<file path="config.mk">
export PLATFORM = sky130hd
export DESIGN_NAME = cfp_front
export DESIGN_NICKNAME = d
export VERILOG_FILES = /design/src/cfp_pkg.sv /design/src/cfp_front.sv
export SDC_FILE = /design/constraint.sdc
export NUM_CORES = 2
export LEC_CHECK = 0
export BUFFER_PORTS_ARGS = -buffer_cell sky130_fd_sc_hd__buf_2
export CELL_PAD_IN_SITES_DETAIL_PLACEMENT = 0
export CELL_PAD_IN_SITES_GLOBAL_PLACEMENT = 1
export CORE_MARGIN = 4
export CORE_UTILIZATION = 49
export DETAILED_ROUTE_END_ITERATION = 10
export PLACE_DENSITY_LB_ADDON = 0.1
export SLEW_MARGIN = 30
export SYNTH_ARGS = -nofsm -noshare
export SYNTH_HDL_FRONTEND = slang
export SYNTH_SLANG_ARGS = --single-unit
export TNS_END_PERCENT = 50
</file>
<file path="constraint.sdc">
create_clock -name vclk -period 63.1
set_input_delay 12.62 -clock vclk [all_inputs]
set_output_delay 12.62 -clock vclk [all_outputs]
set_load 0.005 [all_outputs]
</file>
<file path="src/cfp_pkg.sv">
// shared types, constants and register codes for the crystal fit position clamp
// depends on nothing; imported by every module of the block but the checker
`timescale 1ns / 1ps

package cfp_pkg;

   localparam int GRID_SIDE   = 4;
   localparam int CELL_W      = 4;
   localparam int SPAN_W      = 27;
   localparam int DIST_W      = 29;
   localparam int PROD_W      = 41;
   localparam int ABS_W       = 40;
   localparam int DIVIDEND_W  = 42;
   localparam int DIVISOR_W   = 17;
   localparam int DIV_STEPS   = 6;
   localparam int DIV_STAGES  = DIVIDEND_W / DIV_STEPS;
   localparam int FIT_W       = 44;
   localparam int QUEUE_DEPTH = 4;
   localparam int QPTR_W      = 2;
   localparam int QCNT_W      = 3;

   localparam logic [17:0] TOWER_PITCH_RST    = 18'd95872;
   localparam logic [17:0] CRYSTAL_LENGTH_RST = 18'd83456;

   typedef enum logic [2:0] {
      CSR_TOWER_PITCH    = 3'd0,
      CSR_CRYSTAL_LENGTH = 3'd1,
      CSR_FLIGHT_GEOM    = 3'd2,
      CSR_LONG_INVALID   = 3'd3,
      CSR_NEAR_EDGE      = 3'd4
   } csr_index_type;

   typedef struct packed {
      logic [17:0] tower_pitch;
      logic [17:0] crystal_length;
      logic        flight_geometry;
      logic [17:0] long_invalid_distance;
      logic [17:0] near_edge_distance;
   } cfg_type;

   typedef struct packed {
      logic                     no_fit;
      logic signed [23:0]       base;
      logic signed [SPAN_W-1:0] lo2;
      logic signed [SPAN_W-1:0] hi2;
      logic                     near_end;
      logic signed [PROD_W-1:0] prod;
      logic signed [15:0]       axis_z;
      logic signed [23:0]       cl;
   } queue_item_type;

   typedef struct packed {
      logic                     no_fit;
      logic signed [23:0]       base;
      logic signed [SPAN_W-1:0] lo2;
      logic signed [SPAN_W-1:0] hi2;
      logic                     near_end;
      logic                     neg;
      logic signed [23:0]       cl;
      logic [DIVISOR_W-1:0]     rem;
      logic [DIVISOR_W-1:0]     dv;
      logic [DIVIDEND_W-1:0]    quo;
   } stage_type;

endpackage

</file>
<file path="src/cfp_front.sv">
// front end: classifies a request, builds the crystal span and the fit numerator
// depends on cfp_pkg
`timescale 1ns / 1ps

module cfp_front import cfp_pkg::*; (
   input  logic               along_x,
   input  logic [3:0]         tower_index,
   input  logic signed [23:0] base_long,
   input  logic signed [23:0] base_z,
   input  logic signed [23:0] centroid_long,
   input  logic signed [23:0] centroid_z,
   input  logic signed [15:0] axis_long,
   input  logic signed [15:0] axis_z,
   input  logic [3:0]         fit_layers,
   input  cfg_type            cfg,
   output queue_item_type     item
);

   localparam logic signed [SPAN_W-1:0] SIDE_M1 = SPAN_W'(GRID_SIDE - 1);

   logic [CELL_W-1:0]        tower_cell;
   logic [21:0]              pc;
   logic signed [SPAN_W-1:0] pitch_s, len_s, pc2_s, off2, lo2, hi2;
   logic                     use_grid;
   logic signed [DIST_W-1:0] b2, lo2e, hi2e, da, db, mn;
   logic [DIST_W-1:0]        lid2;
   logic signed [24:0]       dz;

   assign tower_cell = along_x ? CELL_W'(tower_index % GRID_SIDE)
                               : CELL_W'(tower_index / GRID_SIDE);
   assign pc       = cfg.tower_pitch * tower_cell;
   assign pitch_s  = $signed({{(SPAN_W-18){1'b0}}, cfg.tower_pitch});
   assign len_s    = $signed({{(SPAN_W-18){1'b0}}, cfg.crystal_length});
   assign pc2_s    = $signed({{(SPAN_W-23){1'b0}}, pc, 1'b0});
   assign off2     = pc2_s - pitch_s * SIDE_M1;
   assign use_grid = along_x | cfg.flight_geometry;
   assign lo2      = use_grid ? off2 - len_s : -len_s;
   assign hi2      = use_grid ? off2 + len_s : len_s;

   // distance of the base coordinate to the nearer end, in half units
   assign b2   = $signed({{(DIST_W-25){base_long[23]}}, base_long, 1'b0});
   assign lo2e = $signed({{(DIST_W-SPAN_W){lo2[SPAN_W-1]}}, lo2});
   assign hi2e = $signed({{(DIST_W-SPAN_W){hi2[SPAN_W-1]}}, hi2});
   assign lid2 = {{(DIST_W-19){1'b0}}, cfg.long_invalid_distance, 1'b0};

   always_comb begin
      da = b2 - lo2e;
      if (da < 0) begin
         da = -da;
      end
      db = b2 - hi2e;
      if (db < 0) begin
         db = -db;
      end
      mn = (da < db) ? da : db;
   end

   assign dz = {base_z[23], base_z} - {centroid_z[23], centroid_z};

   always_comb begin
      item.no_fit   = (fit_layers == 4'd0) || (axis_z == 16'sd0);
      item.base     = base_long;
      item.lo2      = lo2;
      item.hi2      = hi2;
      item.near_end = $unsigned(mn) < lid2;
      item.prod     = dz * axis_long;
      item.axis_z   = axis_z;
      item.cl       = centroid_long;
   end

endmodule

</file>
==> impl_metrics.ini <==
[logic_synthesis]
synth_xor_area_share_pct = 7.82
synth.area.top_cells = fa_1, ha_1, inv_1, xnor2_1, nand2_1
ys_seq_area_share_pct = 0
synth_fa_ha_area_share_pct = 45.6
synth_simple_gate_area_share_pct = 19.4
postSynthAreaPerCell_um2 = 7.81
syn_inst = 3327
netlist-cell-type-count = 94
synth_warnings = 0
synthMuxAreaShare_pct = 0.405
synth_top_area_cell = fa_1
yosys-top-cells-count = inv_1, fa_1, nand2_1
synth_top_family_by_area = adder cells
synth_area_um2 = 26000
synth_compound_area_share_pct = 14.5
synth_top_area_share_pct = 31.6
yosysMostFrequentCell = inv_1

[place]
finalWeightedCongestion = 0.907
place_hpwl_mm = 62.3
place_inst = 4174
io_buffers = 305

[timing]
hold_ws_ps = 25240
max-slew-margin-rel_pct = 40.0
worst_pin_slew_ps = 899
hold_viol = 0
max_freq_ghz = 0.0254
rsz0062_at_grt = no
setup_viol = 0
tns_ps = 0
slew_viol_final = 0
period_minus_slack_ps = 39390
post-route-period-util_pct = 62.4

[worst_setup_path]
worst_setup_path_end_kind = primary output
crit_path_top_delay_cell = mux2i_4
crit_type = in2out
cp_common_cell = a21oi_1
critPathMaxFanout = 34
required_ps = 50480
worstPathArrival_ps = 26770
max_stage_delay_ps = 720
crit_path_start_kind = input pin

[detailed_routing]
drt-total-wl_mm = 74.8
ant_nets = 0
viasPerCell = 5.46
drt_iter0_drc = 1398
drc = 0
via_count = 22800
wl_per_cell_um = 17.9
drt-pass1-iter-count = 7

[final_layout]
multiInputGateArea_um2 = 22800
nFlopsAndLatches = 0
areaGrowthSynthToFinish_pct = 6.65
clkbuf_count = 0
postLayoutCoreUtil_pct = 52.7
fin_nets = 4397
ff_latch_area_um2 = 0
drive_above_1_share_pct = 11.0
nFillCells = 5189
final_cells = 4179

[global_route]
grt_start_max_net_pins = 58
grt_remaining_overflow = 0
grt_pass1_vias = 23400
grt_pass1_wl_mm = 122
grt_antenna_before_repair = 4
grt_usage_pct = 26.2

[outcome]
status = complete, no violations

[floorplanning]
die_area_um2 = 56700
io_pins = 371
row_count = 84
core_um2 = 52600
die_w_um = 238
die_y_um = 238
start_util_pct = 49.4

[flow_run]
max-cap-violations = 0

[clock_tree]
ctsHoldBuffers = 0
cts_setup_buffers = 0
cts-resized-gates = 0

[worst_hold_path]
hold_depth = 0
min-delay-start = centroid_long[11]
worstHoldEndpoint = item[11]
hold_path.class = in2out
-- metal layers --
layer,vias up,share of wire (%),global-route usage [%]
met3,97,5.2,1.87
met2,665,46,42.9
met1,11100,46,38.2
met4,0,2.8,6.02
li1,10900,-,-
met5,-,0,0
-- area by class of cell --
type | count | share of cell area [%]
inverter | 597 | 8.09
antenna | 5 | 0.0452
multi-input combinational | 2553 | 82.4
tap | 688 | 3.11
timing repair buffer | 336 | 6.35
-- kinds of logic after synthesis --
| logic type | count (synthesis) |
|---|---|
| fa+ha+maj | 700 |
| simple gates | 1043 |
| mux | 9 |
| other cells | 2 |
| xor+xnor | 231 |
| compound gates | 567 |
| buf+inv | 775 |
-- worst max-delay path by stage --
stage          slack, ps       end  startpoint
5_1_grt            22270  item[81]     along_x
3_3_place_gp       23700  item[81]     along_x
4_1_cts            23420  item[81]     along_x
2_1_floorplan      25890  item[81]     along_x
3_5_place_dp       23460  item[81]     along_x
6_report           23710  item[81]     along_x
-- cell usage in the layout (no fill, tap or decap), types with 11 or more instances in the layout --
cell,synthesis,final
nand2_1,370,370
a31oi_1,17,17
nor2_1,204,203
nor2b_1,42,42
xnor2_1,181,179
fa_1,410,410
nor4_1,20,20
inv_1,596,596
ha_1,289,289
nand3_1,47,47
and3_1,24,24
o31ai_1,16,16
nor3_1,47,47
nand2b_1,59,59
a211oi_1,17,17
or2_2,12,12
a21oi_1,178,178
nand4_1,22,22
o21ai_0,99,98
buf_4,69,31
o211ai_1,11,11
or3_1,19,19
o21bai_1,26,26
o21a_1,35,34
and2_1,149,149
buf_2,4,305
a21o_1,54,54
xor2_1,49,49
-- worst max-delay path: cells and delay by family --
kind / cells / cell delay (ps)
buffers and inverters: 5 / 660
adders and majority gates: 8 / 2970
muxes: 1 / 720
and+or+nand+nor: 21 / 2560
xor gates and xnor gates: 3 / 590
AOI/OAI and AO/OA: 36 / 6610
-- stage by stage --
stage	instance area, µm²	setup slack [ps]
2_1_floorplan	26000	25890
3_3_place_gp	27700	23700
3_5_place_dp	27700	23460
4_1_cts	27700	23420
5_1_grt	27700	22270
6_report	27700	23710
Power is not shown: default switching activity piles up to over one toggle a cycle in this logic, so the estimate is an artifact.
