$ cat src/cfp_pkg.sv
// shared types, constants and register codes for the crystal fit position clamp
// depends on nothing; imported by every module of the block but the checker
`timescale 1ns / 1ps

package cfp_pkg;

   localparam int GRID_SIDE   = 4;
   localparam int CELL_W      = 4;
   localparam int SPAN_W      = 27;
   localparam int DIST_W      = 29;
   localparam int PROD_W      = 41;
   localparam int ABS_W       = 40;
   localparam int DIVIDEND_W  = 42;
   localparam int DIVISOR_W   = 17;
   localparam int DIV_STEPS   = 6;
   localparam int DIV_STAGES  = DIVIDEND_W / DIV_STEPS;
   localparam int FIT_W       = 44;
   localparam int QUEUE_DEPTH = 4;
   localparam int QPTR_W      = 2;
   localparam int QCNT_W      = 3;

   localparam logic [17:0] TOWER_PITCH_RST    = 18'd95872;
   localparam logic [17:0] CRYSTAL_LENGTH_RST = 18'd83456;

   typedef enum logic [2:0] {
      CSR_TOWER_PITCH    = 3'd0,
      CSR_CRYSTAL_LENGTH = 3'd1,
      CSR_FLIGHT_GEOM    = 3'd2,
      CSR_LONG_INVALID   = 3'd3,
      CSR_NEAR_EDGE      = 3'd4
   } csr_index_type;

   typedef struct packed {
      logic [17:0] tower_pitch;
      logic [17:0] crystal_length;
      logic        flight_geometry;
      logic [17:0] long_invalid_distance;
      logic [17:0] near_edge_distance;
   } cfg_type;

   typedef struct packed {
      logic                     no_fit;
      logic signed [23:0]       base;
      logic signed [SPAN_W-1:0] lo2;
      logic signed [SPAN_W-1:0] hi2;
      logic                     near_end;
      logic signed [PROD_W-1:0] prod;
      logic signed [15:0]       axis_z;
      logic signed [23:0]       cl;
   } queue_item_type;

   typedef struct packed {
      logic                     no_fit;
      logic signed [23:0]       base;
      logic signed [SPAN_W-1:0] lo2;
      logic signed [SPAN_W-1:0] hi2;
      logic                     near_end;
      logic                     neg;
      logic signed [23:0]       cl;
      logic [DIVISOR_W-1:0]     rem;
      logic [DIVISOR_W-1:0]     dv;
      logic [DIVIDEND_W-1:0]    quo;
   } stage_type;

endpackage

$ cat src/cfp_back.sv
// back end: pipelined rounding divide, extrapolation, clamping, flags, response register
// depends on cfp_pkg
`timescale 1ns / 1ps

module cfp_back import cfp_pkg::*; (
   input  logic           clock,
   input  logic           reset,
   input  logic           q_valid,
   output logic           q_pop,
   input  queue_item_type q_item,
   input  logic [17:0]    near_edge_distance,
   output logic           rsp_valid,
   input  logic           rsp_ready,
   output logic [31:0]    rsp_data
);

   typedef struct packed {
      logic                    no_fit;
      logic signed [23:0]      base;
      logic signed [SPAN_W-1:0] lo2;
      logic signed [SPAN_W-1:0] hi2;
      logic                    near_end;
      logic signed [FIT_W-1:0] fit;
   } fit_item_type;

   logic                   adv;
   logic [DIV_STAGES:0]    vld_ff;
   stage_type              st_ff [DIV_STAGES+1];
   stage_type              st_in [DIV_STAGES+1];
   logic                   fit_vld_ff;
   fit_item_type           fit_ff, fit_in;
   logic                   rsp_valid_ff;
   logic [31:0]            rsp_data_ff, rsp_data_in;

   logic [ABS_W-1:0]       un;
   logic [15:0]            ud;
   logic signed [PROD_W-1:0] neg_prod;

   assign adv   = ~rsp_valid_ff | rsp_ready;
   assign q_pop = adv & q_valid;

   // load stage: magnitudes and the rounding offset
   always_comb begin
      neg_prod = -q_item.prod;
      un = q_item.prod[PROD_W-1] ? neg_prod[ABS_W-1:0] : q_item.prod[ABS_W-1:0];
      ud = q_item.axis_z[15] ? 16'(-q_item.axis_z) : q_item.axis_z;
      st_in[0].no_fit   = q_item.no_fit;
      st_in[0].base     = q_item.base;
      st_in[0].lo2      = q_item.lo2;
      st_in[0].hi2      = q_item.hi2;
      st_in[0].near_end = q_item.near_end;
      st_in[0].neg      = q_item.prod[PROD_W-1] ^ q_item.axis_z[15];
      st_in[0].cl       = q_item.cl;
      st_in[0].rem      = '0;
      st_in[0].dv       = {ud, 1'b0};
      st_in[0].quo      = DIVIDEND_W'({un, 1'b0}) + DIVIDEND_W'(ud);
   end

   // restoring divide, quotient bits shift in behind the dividend
   for (genvar k = 1; k <= DIV_STAGES; k++) begin : g_div
      always_comb begin
         logic [DIVISOR_W:0] t;
         stage_type          s;
         s = st_ff[k-1];
         for (int j = 0; j < DIV_STEPS; j++) begin
            t     = {s.rem, s.quo[DIVIDEND_W-1]};
            s.quo = {s.quo[DIVIDEND_W-2:0], 1'b0};
            if (t >= {1'b0, s.dv}) begin
               t        = t - {1'b0, s.dv};
               s.quo[0] = 1'b1;
            end
            s.rem = t[DIVISOR_W-1:0];
         end
         st_in[k] = s;
      end
   end

   always_comb begin
      logic signed [FIT_W-1:0] sq, clx;
      stage_type               s;
      s   = st_ff[DIV_STAGES];
      sq  = $signed({{(FIT_W-DIVIDEND_W){1'b0}}, s.quo});
      clx = $signed({{(FIT_W-24){s.cl[23]}}, s.cl});
      fit_in.no_fit   = s.no_fit;
      fit_in.base     = s.base;
      fit_in.lo2      = s.lo2;
      fit_in.hi2      = s.hi2;
      fit_in.near_end = s.near_end;
      fit_in.fit      = s.neg ? clx - sq : clx + sq;
   end

   always_comb begin
      logic signed [FIT_W:0]   fit2, lo2e, hi2e, da, db, mn, ned2, lo_end, hi_end;
      logic signed [FIT_W-1:0] res;
      logic                    below, above, in_span, near_edge;
      logic [23:0]             cor;
      fit2   = {fit_ff.fit, 1'b0};
      lo2e   = $signed({{(FIT_W+1-SPAN_W){fit_ff.lo2[SPAN_W-1]}}, fit_ff.lo2});
      hi2e   = $signed({{(FIT_W+1-SPAN_W){fit_ff.hi2[SPAN_W-1]}}, fit_ff.hi2});
      ned2   = $signed({{(FIT_W-18){1'b0}}, near_edge_distance, 1'b0});
      below  = fit2 < lo2e;
      above  = fit2 > hi2e;
      in_span = (fit2 > lo2e) && (fit2 < hi2e);
      da     = fit2 - lo2e;
      db     = hi2e - fit2;
      mn     = (da < db) ? da : db;
      near_edge = in_span && (mn < ned2);
      // lower end rounds up, upper end rounds down
      lo_end = (lo2e + 1) >>> 1;
      hi_end = hi2e >>> 1;
      if (below) begin
         res = lo_end[FIT_W-1:0];
      end else if (above) begin
         res = hi_end[FIT_W-1:0];
      end else begin
         res = fit_ff.fit;
      end
      if (res > FIT_W'(8388607)) begin
         cor = 24'h7fffff;
      end else if (res < -FIT_W'(8388608)) begin
         cor = 24'h800000;
      end else begin
         cor = res[23:0];
      end
      if (fit_ff.no_fit) begin
         rsp_data_in = {8'd0, fit_ff.base};
      end else begin
         rsp_data_in = {4'd0, below | above, near_edge, fit_ff.near_end, 1'b1, cor};
      end
   end

   always_ff @(posedge clock) begin
      if (reset) begin
         vld_ff       <= '0;
         fit_vld_ff   <= 1'b0;
         rsp_valid_ff <= 1'b0;
      end else if (adv) begin
         vld_ff       <= {vld_ff[DIV_STAGES-1:0], q_valid};
         fit_vld_ff   <= vld_ff[DIV_STAGES];
         rsp_valid_ff <= fit_vld_ff;
      end
   end

   always_ff @(posedge clock) begin
      if (adv) begin
         for (int k = 0; k <= DIV_STAGES; k++) begin
            st_ff[k] <= st_in[k];
         end
         fit_ff      <= fit_in;
         rsp_data_ff <= rsp_data_in;
      end
   end

   assign rsp_valid = rsp_valid_ff;
   assign rsp_data  = rsp_data_ff;

endmodule

$ cat config.mk
export PLATFORM = sky130hd
export DESIGN_NAME = cfp_back
export DESIGN_NICKNAME = d
export VERILOG_FILES = /design/src/cfp_pkg.sv /design/src/cfp_back.sv
export SDC_FILE = /design/constraint.sdc
export NUM_CORES = 2
export LEC_CHECK = 0
export BUFFER_PORTS_ARGS = -buffer_cell sky130_fd_sc_hd__buf_2
export CORE_MARGIN = 3
export CORE_UTILIZATION = 70
export CTS_BUF_LIST = sky130_fd_sc_hd__clkbuf_2 sky130_fd_sc_hd__clkbuf_4 sky130_fd_sc_hd__clkbuf_8
export DETAILED_ROUTE_END_ITERATION = 16
export GPL_TIMING_DRIVEN = 0
export HOLD_SLACK_MARGIN = 0.08
export MAX_ROUTING_LAYER = met4
export PLACE_DENSITY_LB_ADDON = 0.08
export SETUP_SLACK_MARGIN = 0.3
export SLEW_MARGIN = 20
export SYNTH_ARGS = -nofsm -noshare
export SYNTH_HDL_FRONTEND = slang
export SYNTH_SLANG_ARGS = --single-unit
$ cat constraint.sdc
create_clock -name clock -period 126 [get_ports clock]
set_clock_uncertainty 0.05 [all_clocks]
set_input_delay 6.3 -clock clock [delete_from_list [all_inputs] [get_ports clock]]
set_output_delay 6.3 -clock clock [all_outputs]
set_load 0.05 [all_outputs]
==> impl_metrics.json <==
{
  "status": "complete, no violations",
  "finalHoldViolCount": 0,
  "insertion_delay_ns": 0.94,
  "dpl.cell_count": 10710,
  "setup_viol": 0,
  "drt-wirelength-per-cell_um": 21.70,
  "overflow": 0,
  "post_cts_buffers": 0,
  "hold_buffers": 0,
  "die_x_um": 378.0,
  "drv_slew": 0,
  "yosysUniqueCellTypes": 110,
  "maxCapViolations": 0,
  "synth_edf_count": 1535,
  "synthTopCellsByCount": "edfxtp_1 (1,535), ha_1 (869), a21oi_1 (660)",
  "fmax_mhz": 43.68,
  "synth_area_um2": 96890,
  "clkTransAtPathRegs_ns": 0.07,
  "track_usage_pct": 34.28,
  "antenna_left": 0,
  "cp.required_ns": 126.56,
  "path_max_fanout": 10,
  "worstSetupPathType": "register to register",
  "die-area_um2": 142900,
  "layout.cells.non_filler": 11150,
  "drcViolationCount": 0,
  "ys_warn_count": 0,
  "cts_buffer_depth": 3,
  "vias": 71230,
  "cp_num_buf_inv": 16,
  "fin_crit_ns": 22.89,
  "cpPeakStageDelay_ns": 0.82,
  "antenna_found_initial": 6,
  "rows": 135,
  "yosysMostFrequentCell": "edfxtp_1",
  "io_pins": 217,
  "critPathArrivalTime_ns": 23.46,
  "cts_resized": 0,
  "area_growth_pct": 8.946,
  "critPathTopFamily": "compound AO/OA/AOI/OAI gates",
  "drt_pre_antenna_iters": 8,
  "wl_mm": 241.8,
  "clockRootBuffer": "clkbuf_8",
  "die_h_um": 378.0,
  "fin_tns_setup_ns": 0,
  "crit_path_end_kind": "register",
  "final.fill_count": 8574,
  "cts.sinks": 1545,
  "hp-class": "register to register",
  "grt_pass1_wl_mm": 373.1,
  "synth_area_leaders": "edfxtp_1 (48%), ha_1 (11%), xnor2_1 (4.5%)",
  "coreArea_um2": 136500,
  "worst_slew_pin_slew_ns": 1.059,
  "drive_gt1_share_pct": 10.97,
  "synth_top_area_share_pct": 47.57,
  "finalWeightedCongestion": 1.025,
  "htreeDepth": 4,
  "synthCells": 8703,
  "grt_max_degree": 97,
  "post_drt_via_cell_ratio": 6.390,
  "hold_depth": 0,
  "pre_cts_ws_ns": 104.03,
  "worst_slack_ns": 103.11,
  "ys_seq_area_share_pct": 47.78,
  "final_nets": 10260,
  "crit_cells": 80,
  "grt_pass1_vias": 69290,
  "cp_slowest_cell": "a221oi_1",
  "initial_core_util_pct": 70.99,
  "syn_avg_cell_area_um2": 11.13,
  "cts_tree": "yes",
  "slew-limit-headroom_pct": 28.68,
  "drtIter0Drc": 6977,
  "ys.flop_type": "edfxtp_1",
  "cts_buffers": 230,
  "io_buffer_count": 208,
  "rsz0062_at_grt": "false",
  "r2r.worst_path.cells": 80,
  "hpwl_mm": 183.6,
  "ys_ff_latch": 1545,
  "yosys.area.top_type": "edfxtp_1",
  "post-route-period-util_pct": 18.17,
  "start_kind": "register",
  "async_flop_share_pct": 0
}
-- stage by stage --
stage          hold slack [ns]  area, um2  utilization, %
3_3_place_gp            0.3503     100200           73.40
2_1_floorplan           0.3503      96900               -
5_1_grt                 0.3497     105600           77.34
6_report                0.3303     105600           77.34
4_1_cts                 0.3328     105600           77.34
3_5_place_dp            0.3545     100700           73.76
-- area by class of cell --
class | count | area, um2 | share of cell area (%)
multi-input combinational | 6412 | 47720 | 45.21
clock buffer | 295 | 3672 | 3.479
tap | 1781 | 2228 | 2.111
inverter | 588 | 2212 | 2.096
buffer | 161 | 681.9 | 0.6460
clock inverter | 134 | 1205 | 1.141
sequential | 1545 | 46290 | 43.86
antenna | 4 | 10.01 | 0.009482
timing repair buffer | 226 | 1536 | 1.456
-- placed cells by master (no fill, tap or decap), types with 230 or more instances in the layout --
cell type / Yosys / routed
a21oi_1: 660 / 660
buf_2: 22 / 230
inv_1: 572 / 572
nor2_1: 495 / 495
o21ai_0: 490 / 490
nand2_1: 548 / 548
xor2_1: 238 / 238
xnor2_1: 501 / 501
mux2_2: 289 / 289
edfxtp_1: 1535 / 1535
clkbuf_8: 0 / 233
a21o_1: 317 / 317
ha_1: 869 / 869
-- worst paths after layout --
kind                                start                      to  slack, ns
setup / recovery  st_ff[0][587]$_DFFE_PN_  st_ff[1][61]$_DFFE_PN_     103.11
hold / removal    st_ff[1][656]$_DFFE_PN_    fit_ff[56]$_DFFE_PN_       0.33
setup reg to reg  st_ff[0][587]$_DFFE_PN_  st_ff[1][61]$_DFFE_PN_     103.11
hold reg to reg   st_ff[1][656]$_DFFE_PN_    fit_ff[56]$_DFFE_PN_       0.33
-- cells by family after synthesis --
kind of cell             share of synthesized area, %
AO/OA/AOI/OAI                                   15.00
AND/OR/NAND/NOR                                 10.60
adder cells (fa/ha/maj)                         12.13
multiplexers                                    4.827
flip-flops                                      47.78
XOR/XNOR                                        6.680
other                                        0.003870
buffers and inverters                           2.982
-- state kept, by name, summed over array words and instances, names as in the netlist --
register	flops
fit_ff	124
fit_vld_ff	1
rsp_data	28
rsp_valid	1
st_ff	1383
vld_ff	8
-- metal layers --
layer / vias to the layer above / global-route usage [%] / wire length (um)
met5: - / - / 0
met4: 0 / 14.74 / 11200
met3: 697 / 4.362 / 16500
met2: 3019 / 56.11 / 116100
met1: 33880 / 43.29 / 98030
li1: 33630 / - / -
Power is not shown: default switching activity piles up to over one toggle a cycle in this logic, so the estimate is an artifact.
